`src/rtl/bpf_pkg.sv`:
```
package bpf_pkg;

   // Store geometry.
   localparam int PIPE_DEPTH     = 256;
   localparam int MAX_READ_BURST = 16;
   localparam int PTR_W          = $clog2(PIPE_DEPTH);
   localparam int CNT_W          = $clog2(PIPE_DEPTH + 1);
   localparam int BURST_W        = $clog2(MAX_READ_BURST + 1);

   // Field widths fixed by the interface.
   localparam int TYPE_W   = 2;
   localparam int BYTE_W   = 8;
   localparam int MAXB_W   = 5;
   localparam int STATUS_W = 3;
   localparam int FILL_W   = 9;

   // Result queue geometry.
   localparam int Q_DEPTH = 3;
   localparam int QPTR_W  = $clog2(Q_DEPTH);
   localparam int QCNT_W  = $clog2(Q_DEPTH + 1);

   // Request codes.
   localparam logic [TYPE_W-1:0] REQ_WRITE    = 2'd0;
   localparam logic [TYPE_W-1:0] REQ_READ     = 2'd1;
   localparam logic [TYPE_W-1:0] REQ_CLOSE_WR = 2'd2;
   localparam logic [TYPE_W-1:0] REQ_CLOSE_RD = 2'd3;

   // Status codes.
   localparam logic [STATUS_W-1:0] ST_OK          = 3'd0;
   localparam logic [STATUS_W-1:0] ST_WOULD_BLOCK = 3'd1;
   localparam logic [STATUS_W-1:0] ST_NOTHING     = 3'd2;
   localparam logic [STATUS_W-1:0] ST_EOF         = 3'd3;
   localparam logic [STATUS_W-1:0] ST_BROKEN      = 3'd4;

   typedef struct packed {
      logic [TYPE_W-1:0] req_type;
      logic [BYTE_W-1:0] wr_byte;
      logic [MAXB_W-1:0] max_bytes;
   } bpf_req_type;

   typedef struct packed {
      logic [STATUS_W-1:0] status;
      logic [BYTE_W-1:0]   rd_byte;
      logic [FILL_W-1:0]   fill_level;
      logic                last_of_run;
   } bpf_rsp_type;

   // One result slot handed from the controller to the result queue.
   typedef struct packed {
      logic                valid;
      logic                use_ram;
      logic [STATUS_W-1:0] status;
      logic [FILL_W-1:0]   fill_level;
      logic                last;
   } bpf_issue_type;

endpackage

```
`src/rtl/bpf_ram.sv`:
```
module bpf_ram #(
   parameter int WIDTH = 8,
   parameter int DEPTH = 256
) (
   input  logic                     clock,
   input  logic                     wr_en,
   input  logic [$clog2(DEPTH)-1:0] wr_addr,
   input  logic [WIDTH-1:0]         wr_data,
   input  logic                     rd_en,
   input  logic [$clog2(DEPTH)-1:0] rd_addr,
   output logic [WIDTH-1:0]         rd_data
);

   logic [WIDTH-1:0] mem_ff [DEPTH];
   logic [WIDTH-1:0] rd_data_ff;

   always_ff @(posedge clock) begin
      if (wr_en) begin
         mem_ff[wr_addr] <= wr_data;
      end
      if (rd_en) begin
         rd_data_ff <= mem_ff[rd_addr];
      end
   end

   assign rd_data = rd_data_ff;

endmodule

```
`src/rtl/bpf_ctrl.sv`:
```
module bpf_ctrl (
   input  logic                       clock,
   input  logic                       reset,
   input  logic                       req_valid,
   input  bpf_pkg::bpf_req_type       req_data,
   output logic                       req_stall,
   input  logic                       csr_wr_en,
   input  logic                       csr_wr_data,
   input  logic                       credit,
   output logic                       ram_wr_en,
   output logic [bpf_pkg::PTR_W-1:0]  ram_wr_addr,
   output logic [bpf_pkg::BYTE_W-1:0] ram_wr_data,
   output logic                       ram_rd_en,
   output logic [bpf_pkg::PTR_W-1:0]  ram_rd_addr,
   output bpf_pkg::bpf_issue_type     issue
);
   import bpf_pkg::*;

   localparam logic S_IDLE  = 1'b0;
   localparam logic S_BURST = 1'b1;

   logic               state_ff, state_in;
   logic [PTR_W-1:0]   wr_idx_ff, wr_idx_in;
   logic [PTR_W-1:0]   rd_idx_ff, rd_idx_in;
   logic [CNT_W-1:0]   cnt_ff, cnt_in;
   logic               wclosed_ff, wclosed_in;
   logic               rclosed_ff, rclosed_in;
   logic               blocking_ff, blocking_in;
   logic [BURST_W-1:0] remain_ff, remain_in;
   logic [BURST_W-1:0] want;
   logic [BURST_W-1:0] burst_len;
   logic [PTR_W-1:0]   wr_idx_next;
   logic [PTR_W-1:0]   rd_idx_next;

   // Clamp the requested length to 1..MAX_READ_BURST, then to the fill level.
   always_comb begin
      if (req_data.max_bytes == '0) begin
         want = BURST_W'(1);
      end else if (int'(req_data.max_bytes) > MAX_READ_BURST) begin
         want = BURST_W'(MAX_READ_BURST);
      end else begin
         want = BURST_W'(req_data.max_bytes);
      end
      if (int'(cnt_ff) < int'(want)) begin
         burst_len = BURST_W'(cnt_ff);
      end else begin
         burst_len = want;
      end
   end

   assign wr_idx_next = (wr_idx_ff == PTR_W'(PIPE_DEPTH - 1)) ? '0 : wr_idx_ff + 1'b1;
   assign rd_idx_next = (rd_idx_ff == PTR_W'(PIPE_DEPTH - 1)) ? '0 : rd_idx_ff + 1'b1;

   assign req_stall   = (state_ff != S_IDLE) || !credit;
   assign ram_wr_addr = wr_idx_ff;
   assign ram_wr_data = req_data.wr_byte;
   assign ram_rd_addr = rd_idx_ff;

   always_comb begin
      state_in    = state_ff;
      wr_idx_in   = wr_idx_ff;
      rd_idx_in   = rd_idx_ff;
      cnt_in      = cnt_ff;
      wclosed_in  = wclosed_ff;
      rclosed_in  = rclosed_ff;
      remain_in   = remain_ff;
      blocking_in = csr_wr_en ? csr_wr_data : blocking_ff;
      ram_wr_en   = 1'b0;
      ram_rd_en   = 1'b0;
      issue       = '0;

      case (state_ff)
         S_IDLE: begin
            if (req_valid && credit) begin
               issue.valid  = 1'b1;
               issue.last   = 1'b1;
               issue.status = ST_OK;
               case (req_data.req_type)
                  REQ_WRITE: begin
                     if (rclosed_ff) begin
                        issue.status = ST_BROKEN;
                     end else if (cnt_ff >= CNT_W'(PIPE_DEPTH)) begin
                        issue.status = blocking_ff ? ST_WOULD_BLOCK : ST_NOTHING;
                     end else begin
                        ram_wr_en = 1'b1;
                        wr_idx_in = wr_idx_next;
                        cnt_in    = cnt_ff + 1'b1;
                     end
                  end
                  REQ_READ: begin
                     if (cnt_ff == '0) begin
                        if (!blocking_ff) begin
                           issue.status = ST_NOTHING;
                        end else if (wclosed_ff) begin
                           issue.status = ST_EOF;
                        end else begin
                           issue.status = ST_WOULD_BLOCK;
                        end
                     end else begin
                        ram_rd_en     = 1'b1;
                        issue.use_ram = 1'b1;
                        rd_idx_in     = rd_idx_next;
                        cnt_in        = cnt_ff - 1'b1;
                        issue.last    = (burst_len == BURST_W'(1));
                        if (burst_len != BURST_W'(1)) begin
                           state_in  = S_BURST;
                           remain_in = burst_len - 1'b1;
                        end
                     end
                  end
                  REQ_CLOSE_WR: begin
                     wclosed_in = 1'b1;
                  end
                  REQ_CLOSE_RD: begin
                     rclosed_in = 1'b1;
                  end
                  default: begin
                     rclosed_in = rclosed_ff;
                  end
               endcase
            end
         end
         S_BURST: begin
            if (credit) begin
               ram_rd_en     = 1'b1;
               issue.valid   = 1'b1;
               issue.use_ram = 1'b1;
               issue.status  = ST_OK;
               issue.last    = (remain_ff == BURST_W'(1));
               rd_idx_in     = rd_idx_next;
               cnt_in        = cnt_ff - 1'b1;
               remain_in     = remain_ff - 1'b1;
               if (remain_ff == BURST_W'(1)) begin
                  state_in = S_IDLE;
               end
            end
         end
         default: begin
            state_in = S_IDLE;
         end
      endcase

      issue.fill_level = FILL_W'(cnt_in);
   end

   always_ff @(posedge clock) begin
      if (reset) begin
         state_ff    <= S_IDLE;
         wr_idx_ff   <= '0;
         rd_idx_ff   <= '0;
         cnt_ff      <= '0;
         wclosed_ff  <= 1'b0;
         rclosed_ff  <= 1'b0;
         blocking_ff <= 1'b1;
         remain_ff   <= '0;
      end else begin
         state_ff    <= state_in;
         wr_idx_ff   <= wr_idx_in;
         rd_idx_ff   <= rd_idx_in;
         cnt_ff      <= cnt_in;
         wclosed_ff  <= wclosed_in;
         rclosed_ff  <= rclosed_in;
         blocking_ff <= blocking_in;
         remain_ff   <= remain_in;
      end
   end

endmodule

```
`src/rtl/bpf_rsp_queue.sv`:
```
module bpf_rsp_queue (
   input  logic                       clock,
   input  logic                       reset,
   input  bpf_pkg::bpf_issue_type     issue,
   input  logic [bpf_pkg::BYTE_W-1:0] ram_rd_data,
   output logic                       credit,
   output logic                       rsp_valid,
   output bpf_pkg::bpf_rsp_type       rsp_data,
   input  logic                       rsp_stall
);
   import bpf_pkg::*;

   logic                s1_valid_ff;
   bpf_issue_type       s1_ff;
   bpf_rsp_type         q_mem_ff [Q_DEPTH];
   logic [QPTR_W-1:0]   wptr_ff, wptr_in;
   logic [QPTR_W-1:0]   rptr_ff, rptr_in;
   logic [QCNT_W-1:0]   q_cnt_ff, q_cnt_in;
   logic                push;
   logic                pop;
   bpf_rsp_type         push_word;

   // The slot in flight counts against the queue, so the store read issued
   // alongside it always has room to land.
   assign credit = ((QCNT_W + 1)'(q_cnt_ff) + (QCNT_W + 1)'(s1_valid_ff))
                   < (QCNT_W + 1)'(Q_DEPTH);

   assign push = s1_valid_ff;
   assign pop  = (q_cnt_ff != '0) && !rsp_stall;

   always_comb begin
      push_word.status      = s1_ff.status;
      push_word.rd_byte     = s1_ff.use_ram ? ram_rd_data : '0;
      push_word.fill_level  = s1_ff.fill_level;
      push_word.last_of_run = s1_ff.last;
   end

   always_comb begin
      wptr_in  = wptr_ff;
      rptr_in  = rptr_ff;
      q_cnt_in = q_cnt_ff;
      if (push) begin
         wptr_in = (wptr_ff == QPTR_W'(Q_DEPTH - 1)) ? '0 : wptr_ff + 1'b1;
      end
      if (pop) begin
         rptr_in = (rptr_ff == QPTR_W'(Q_DEPTH - 1)) ? '0 : rptr_ff + 1'b1;
      end
      if (push && !pop) begin
         q_cnt_in = q_cnt_ff + 1'b1;
      end else if (pop && !push) begin
         q_cnt_in = q_cnt_ff - 1'b1;
      end
   end

   always_ff @(posedge clock) begin
      if (reset) begin
         s1_valid_ff <= 1'b0;
         wptr_ff     <= '0;
         rptr_ff     <= '0;
         q_cnt_ff    <= '0;
      end else begin
         s1_valid_ff <= issue.valid;
         wptr_ff     <= wptr_in;
         rptr_ff     <= rptr_in;
         q_cnt_ff    <= q_cnt_in;
      end
   end

   always_ff @(posedge clock) begin
      s1_ff <= issue;
      if (push) begin
         q_mem_ff[wptr_ff] <= push_word;
      end
   end

   assign rsp_valid = (q_cnt_ff != '0);
   assign rsp_data  = q_mem_ff[rptr_ff];

endmodule

```
`src/rtl/byte_pipe_fifo_with_close_top.sv`:
```
// Byte pipe: a circular byte buffer with a write end and a read end that can
// each be closed. A request word writes one byte, reads a burst of up to
// max_bytes bytes (0 counts as 1, anything above 16 counts as 16), closes the
// write end or closes the read end. Every request produces at least one
// response word, and its final word carries last_of_run. A read burst returns
// one word per byte. A write after the read end is closed reports broken_pipe.
// With blocking_mode set (the reset value) a write to a full pipe or a read
// of an empty one reports would_block, and an empty read after the write end
// is closed reports end_of_file; with it clear both report nothing_done.
// Every response shows the fill level after that word. A read burst is set
// by the one read port of the byte store, so the store serves one byte per
// cycle while the response queue has room. The first response word of a
// request passes the in-flight stage register and then the queue entry
// before it reaches the response port. A three-word response queue absorbs
// consumer stalls. Requests are held off while a read burst is still
// stepping through its bytes, and whenever the queue plus the word in flight
// toward it leave no room. No clearing pass is needed after reset.
// blocking_mode is written through csr_wr_en and should change only while
// the pipe is idle.
module byte_pipe_fifo_with_close_top (
   input  logic                 clock,
   input  logic                 reset,
   input  logic                 req_valid,
   input  bpf_pkg::bpf_req_type req_data,
   output logic                 req_stall,
   output logic                 rsp_valid,
   output bpf_pkg::bpf_rsp_type rsp_data,
   input  logic                 rsp_stall,
   input  logic                 csr_wr_en,
   input  logic                 csr_wr_data
);
   import bpf_pkg::*;

   // Control handed from the sequencer to the response queue.
   bpf_issue_type     issue;
   logic              credit;

   // Byte store ports. Only one access happens per cycle and a read never
   // reaches an entry before the write that filled it has landed, so the
   // store needs no forwarding.
   logic              ram_wr_en;
   logic [PTR_W-1:0]  ram_wr_addr;
   logic [BYTE_W-1:0] ram_wr_data;
   logic              ram_rd_en;
   logic [PTR_W-1:0]  ram_rd_addr;
   logic [BYTE_W-1:0] ram_rd_data;

   // Sequencer: holds the indices, fill count, close flags and mode, decodes
   // each request and steps a read burst one byte per cycle while credit is present.
   bpf_ctrl u_ctrl (
      .clock       (clock),
      .reset       (reset),
      .req_valid   (req_valid),
      .req_data    (req_data),
      .req_stall   (req_stall),
      .csr_wr_en   (csr_wr_en),
      .csr_wr_data (csr_wr_data),
      .credit      (credit),
      .ram_wr_en   (ram_wr_en),
      .ram_wr_addr (ram_wr_addr),
      .ram_wr_data (ram_wr_data),
      .ram_rd_en   (ram_rd_en),
      .ram_rd_addr (ram_rd_addr),
      .issue       (issue)
   );

   // The byte store itself.
   bpf_ram #(
      .WIDTH (BYTE_W),
      .DEPTH (PIPE_DEPTH)
   ) u_store (
      .clock   (clock),
      .wr_en   (ram_wr_en),
      .wr_addr (ram_wr_addr),
      .wr_data (ram_wr_data),
      .rd_en   (ram_rd_en),
      .rd_addr (ram_rd_addr),
      .rd_data (ram_rd_data)
   );

   // Response path: registers the slot alongside the store read, then queues the word.
   bpf_rsp_queue u_rsp (
      .clock       (clock),
      .reset       (reset),
      .issue       (issue),
      .ram_rd_data (ram_rd_data),
      .credit      (credit),
      .rsp_valid   (rsp_valid),
      .rsp_data    (rsp_data),
      .rsp_stall   (rsp_stall)
   );

endmodule

```
`config.mk`:
```
export PLATFORM = sky130hd
export DESIGN_NAME = byte_pipe_fifo_with_close_top
export DESIGN_NICKNAME = d
export VERILOG_FILES = /design/src/rtl/bpf_pkg.sv /design/src/rtl/bpf_ram.sv /design/src/rtl/bpf_ctrl.sv /design/src/rtl/bpf_rsp_queue.sv /design/src/rtl/byte_pipe_fifo_with_close_top.sv
export SDC_FILE = /design/constraint.sdc
export NUM_CORES = 2
export LEC_CHECK = 0
export ABC_AREA = 0
export BUFFER_PORTS_ARGS = -buffer_cell sky130_fd_sc_hd__buf_2
export CORE_ASPECT_RATIO = 0.75
export CORE_MARGIN = 2
export CORE_UTILIZATION = 35
export DETAILED_ROUTE_END_ITERATION = 7
export MAX_ROUTING_LAYER = met4
export PLACE_DENSITY = 0.58
export SLEW_MARGIN = 10
export SYNTH_ARGS = -nofsm -noshare
export SYNTH_HDL_FRONTEND = slang
export SYNTH_SLANG_ARGS = --single-unit
```
`constraint.sdc`:
```
create_clock -name clock -period 4.45 [get_ports clock]
set_input_delay 0.445 -clock clock [delete_from_list [all_inputs] [get_ports clock]]
set_output_delay 0.445 -clock clock [all_outputs]
set_load 0.005 [all_outputs]
```
After elaboration in Yosys (flattened, before gate mapping)
Memory sizes are Yosys's and may differ from the RTL's. A register that Yosys moved wholly into a read port is not among the register bits.
Index checks and enable logic that the tools add are counted.
{"block": "op_classes", "bitwise_logic": 3, "add_sub_neg": 11, "muxes": 66, "magnitude_cmp": 4, "n_eq_ne": 15, "reduce_logical": 19}
{"cell": "$mux W8", "count": 7}
{"cell": "$mux W5", "count": 10}
{"cell": "$mux W9", "count": 5}
{"cell": "$pmux W9 S2", "count": 2}
{"cell": "$mux W1", "count": 23}
{"cell": "$mux W2", "count": 10}
{"cell": "$pmux W5 S2", "count": 2}
{"cell": "$add A8 B1 Y8 const B", "count": 2}
{"cell": "$eq A8 B8 Y1 const B", "count": 2}
{"cell": "$pmux W8 S2", "count": 1}
{"cell": "$eq A5 B1 Y1 const B", "count": 2}
{"cell": "$reduce_and A5 Y1", "count": 2}
{"cell": "$sub A5 B1 Y5 const B", "count": 2}
{"cell": "$add A9 B1 Y9 const B", "count": 1}
{"cell": "$ge A9 B9 Y1 const B", "count": 1}
{"cell": "$logic_not A9 Y1", "count": 1}
{"cell": "$lt A9 B5 Y1", "count": 1}
{"cell": "$sub A9 B1 Y9 const B", "count": 1}
{"cell": "$eq A2 B2 Y1 const B", "count": 4}
{"cell": "$add A2 B1 Y2 const B", "count": 3}
{"cell": "$mux W3", "count": 2}
{"cell": "$ne A2 B1 Y1 const B", "count": 3}
{"cell": "$pmux W1 S2", "count": 3}
{"cell": "$pmux W3 S2", "count": 1}
{"cell": "16 further kinds", "count": 27}
{"block": "totals", "register_bits": 55, "n_memories": 2, "out_inout_bits": 23, "word_cells": 136, "ram_bits": 2111, "in_bits": 21}
{"name": "u_store.mem_ff", "words": 256, "width": 8, "read_ports": 1, "rd_clocked_by_memory_dff": 1, "wr": 1, "line_no": "bpf_ram.sv:14", "rtl": "logic [WIDTH-1:0] mem_ff [DEPTH];"}
{"name": "u_rsp.q_mem_ff", "words": 3, "width": 21, "read_ports": 1, "rd_clocked_by_memory_dff": 1, "wr": 1, "line_no": "bpf_rsp_queue.sv:15", "rtl": "bpf_rsp_type q_mem_ff [Q_DEPTH];"}

Depth between registers and ports, before layout
{"block": "depth", "depth_word": 11, "depth_mapped": 15, "depth_no_buf": 13}

Cells and area by module
A second synthesis with hierarchy kept.
{"block": "hier_totals", "cells_unflattened": 4269, "area_unflattened_um2": 85290.6}
{"mod": "bpf_ram", "area_per_inst_um2": 79636.4, "seq_area_each_um2": 61739.2, "cells_per_inst": 3733, "n_inst": 1}
{"mod": "bpf_rsp_queue", "area_per_inst_um2": 3020.4, "seq_area_each_um2": 2352.3, "cells_per_inst": 193, "n_inst": 1}
{"mod": "bpf_ctrl", "area_per_inst_um2": 2633.8, "seq_area_each_um2": 680.7, "cells_per_inst": 343, "n_inst": 1}

Worst setup path after synthesis
No wires, ideal clock.
{"block": "synth_path", "path_type": "input-to-reg", "startpoint": "in req_data[4] (netlist bit)", "endpoint": "reg u_rsp.s1_ff (netlist bit u_rsp.push_word[0])", "t_arrival_ns": 3.161, "t_required_ns": 4.376, "path_slack_ns": 1.214, "n_path_buf": 1, "setup_time_ns": 0.074, "stages": 14, "path_cell_list": "inv_1 > clkbuf_1 > nand2_1 > ha_1 > a21o_1 > a211o_1 > a21oi_2 > mux2_2 > inv_1 > ha_1 > nand3_1 > o21a_1 > a2111o_1 > o21ai_0"}
{"item": "start: declaration", "line_no": "byte_pipe_fifo_with_close_top.sv:24", "rtl": "input bpf_pkg::bpf_req_type req_data,"}
{"item": "end signal: assignment", "line_no": "bpf_rsp_queue.sv:70", "rtl": "s1_ff <= issue;"}
{"item": "end: declaration", "line_no": "bpf_rsp_queue.sv:14", "rtl": "bpf_issue_type s1_ff;"}

Worst setup path in the final report
{"block": "layout_path", "startpoint": "reg u_rsp.s1_valid_ff (netlist: u_rsp.push)", "endpoint": "mem u_store.mem_ff[34][7] (enable)"}
{"block": "layout_between", "elab_chain_cells": 7}
{"item": "start: declaration", "line_no": "bpf_rsp_queue.sv:13", "rtl": "logic s1_valid_ff;"}
{"item": "start signal: assignment", "line_no": "bpf_rsp_queue.sv:62", "rtl": "s1_valid_ff <= issue.valid;"}
{"item": "$add A2 B1 Y3", "line_no": "bpf_rsp_queue.sv:25", "rtl": "assign credit = ((QCNT_W + 1)'(q_cnt_ff) + (QCNT_W + 1)'(s1_valid_ff))"}
{"item": "$lt A3 B2 Y1", "line_no": "bpf_rsp_queue.sv:26", "rtl": "< (QCNT_W + 1)'(Q_DEPTH);"}
{"item": "$logic_and A1 B1 Y1", "line_no": "bpf_ctrl.sv:74", "rtl": "if (req_valid && credit) begin"}
{"item": "$mux W1", "line_no": "bpf_ctrl.sv:74"}
{"item": "$mux W1", "line_no": "bpf_ctrl.sv:72", "rtl": "case (state_ff)"}
{"item": "$mux W1", "line_no": "bpf_ram.sv:18", "rtl": "if (wr_en) begin"}
{"item": "$mux W1 (not written as such)", "line_no": "bpf_ram.sv:19", "rtl": "mem_ff[wr_addr] <= wr_data;"}
{"item": "end: declaration", "line_no": "bpf_ram.sv:14"}
Every way passes these cells.

==> metrics <==
outcome=finished clean; synth top area cells=edfxtp_1 74%, mux4_2 8.5%, mux4_1 3.5%; vias in the first global route=43800; pin count of the biggest net entering global routing=138; post-DP HPWL=154 mm; Seq cells post-synth=2176; effective utilization at floorplan=35.3%; Worst Setup Start Kind=register; Power Total=47.5 mW; cell mode on critical path=buf_4; Core ar.=245000 µm²; DRT Pass-1 Iters=7; global-route wire length before repair=342 mm; Worst Setup SP=u_rsp.push; Slew @ Worst Pin=1.33 ns; CP peak stage delay=0.65 ns; final non-filler cell total=8070; DR DRC count=0; clk_lat worst skew=0.89 ns; largest area contributor in the netlist=edfxtp_1; CP required=4.98 ns; yosys warns=0; Power Dens Cells=484 nW/µm²; routed length per instance=30.2 µm; r2r endpoint=u_store.mem_ff[34][7]; Detailed Route WL=244 mm; max-slew violations=0; total global routing overflow=0; H-Tree Depth=4; Slew headroom=10.7%; layout cells sized above 1=22.3%; post-route cell area=98200 µm²; initial antenna violation count=10; r2r setup slk=0.34 ns; critical path endpoint category=register; std cell rows=157; via count=45800; Post-CTS Setup Bufs=0; Placed Area=91800 µm²; gpl congestion=0.903; Top Ports=44; synth-to-layout area growth=13.9%; worst vdd ir=306 µV; reg2reg path depth=10; CTS Buf Count=203; Post-CTS Resized=0; Crit path arrival time=4.64 ns; synthesized cell area=86200 µm²; top_reg_cell synth=edfxtp_1; leak pwr=30.1 nW; die area=250000 µm²; Chip Width=577 µm; Sink Count=2176; root buffer cell=clkbuf_16; RSZ-0062 raised after global routing=false; critical path class=register to register; synthesized instance count=4292; hold crit path type=input pin to register; Cells after DPL=7696; Post-synth EDFFs=2119; MaxCap Viol Count=0; Clock Skew=0.0781 ns; final hold slack=0.113 ns; sequential area share after synthesis=75.1%; Reg-to-Reg Start=u_rsp.push; Final #Nets=4685; TritonCTS clock tree=built; Post-synth ARST share=0%; maximum buffer depth of the clock tree=4; DRT iter0 DRCs=6454; die height=434 µm; Fillers=21600; # setup viols final=0; CP endpoint=u_store.mem_ff[34][7]; Tmin final=4.11 ns; fmax=243 MHz; Via-to-Cell Ratio=5.68; syn nets=4331; Yosys top cell area share=73.8%; syn_area_per_cell=20.1 µm²; cell at the slowest stage of the critical path=and2_1; Worst-path clk slew=0.06 ns; Final Hold Fails=0; crit-path cells=ha_1, ha_1, a21o_1, nor4_1, and2_1, buf_4, nand3_1, buf_4, nor2_1, buf_4; Routed Antenna Nets=0; Final Cycle Share=92.4%; TNS Setup=0 ns; Port Buffers=43; Yosys cell types=90; gr usage total=19.7%; crit path max fanout=14
-- worst max-delay path: cells and delay by family, from the launching register on --
family	cells	cell delay, ns
AND/OR/NAND/NOR	4	1.75
buffers and inverters	3	0.88
adder cells (fa/ha/maj)	2	0.50
flip-flops	1	0.35
AO/OA/AOI/OAI	1	0.33
-- sequential cells by signal, indices dropped and copies added, names as in the netlist, 2 cells and up, named ones only --
name                cells
u_ctrl.cnt_ff           9
u_ctrl.ram_rd_addr      8
u_ctrl.ram_wr_addr      8
u_ctrl.remain_ff        5
u_rsp.push_word        13
u_rsp.q_cnt_ff          2
u_rsp.q_mem_ff         63
u_rsp.rptr_ff           2
u_rsp.wptr_ff           2
u_store.mem_ff       2048
u_store.rd_data         8
-- power breakdown --
group,internal (mW),switching (mW)
Combinational,3.40,3.93
Sequential,22.7,0.354
Clock,9.42,7.66
Total,35.5,11.9
-- per-layer routing --
metal	track usage [%]	up-vias	share of wire, %
li1	-	18600	-
met1	29.0	24200	44
met2	26.7	2720	42
met3	6.01	367	12
met4	4.13	0	2.1
met5	-	-	0
-- repair_timing --
item	in CTS	in global routing
setup endpoints to repair	0	0
hold buffers	4	0
endpoints found under the hold margin	4	0
-- synth_stat cells, types with 51 or more instances --
master	count
dfxtp_1	57
o21ai_0	64
mux4_2	326
a21oi_1	94
buf_2	60
a22oi_1	67
mux4_1	114
mux2i_1	217
nand3_1	51
nor2_1	319
nand2_1	112
clkbuf_1	103
edfxtp_1	2119
-- per-stage QoR --
stage	setup WS, ns	utilization [%]
6_report	0.339	40.2
2_1_floorplan	1.21	-
3_3_place_gp	0.472	37.5
3_5_place_dp	0.531	37.5
5_1_grt	0.169	40.2
4_1_cts	0.507	40.1
-- cell type report --
type	instances	area (µm²)	share of cell area (%)
Sequential cell	2176	64800	66.0
Multi-Input combinational cell	1824	19400	19.8
Clock buffer	247	5320	5.41
Tap cell	3259	4080	4.15
Timing Repair Buffer	414	3440	3.51
Clock inverter	114	1010	1.03
Inverter	27	101	0.103
Antenna cell	9	22.5	0.0229
-- logic make-up (layout without fill, tap and decap cells) --
group                      after synthesis  in the layout  synth area share, %
DFF                                   2176           2176                 75.1
muxes                                  665            665                 14.6
and+or+nand+nor                        614            614                 3.16
AOI/OAI and AO/OA                      506            506                 4.22
buffers and inverters                  292            802                 2.42
xor gates and xnor gates                21             21                0.213
adders and majority gates               18             18                0.261
other                                    0              9                    0
-- layout by cell type, fill, tap and decap left out, types with 10 or more instances in the layout --
cell type and n:
o221ai_1 40, buf_2 35, ha_1 18, xor2_1 10
nand4_1 11, a21oi_1 94, and2_1 16, dfxtp_1 52
nor2_1 316, mux4_2 326, a22o_1 32, o211ai_1 13
bufinv_16 16, edfxtp_1 2119, a31oi_1 18, a22oi_1 67
nand2_1 112, or2_2 10, nor3_1 27, inv_1 24
clkbuf_1 39, o21ai_0 64, buf_12 29, clkbuf_8 11
a211oi_1 26, clkbuf_16 205, mux2i_1 217, clkinv_1 49
buf_4 338, mux4_1 114, nor2b_1 19, o22ai_1 27
nand3_1 49, clkinv_2 36, a221oi_1 47, xnor2_1 11
-- worst min-delay path by stage --
stage / from / end / slack [ns] / cells after the start
after global routing: req_valid / u_rsp.push / 0.10 / 3
after floorplan: u_rsp.push_word[0] / u_rsp.q_mem_ff[0][0] / 0.42 / 0
after CTS: req_valid / u_rsp.push / 0.04 / 3
after global placement: u_rsp.push_word[6] / u_rsp.q_mem_ff[0][6] / 0.43 / 0
after detailed placement: u_rsp.push_word[18] / u_rsp.q_mem_ff[1][18] / 0.44 / 0
final: req_valid / u_rsp.push / 0.11 / 3
Power figures use the tool's default switching activity.
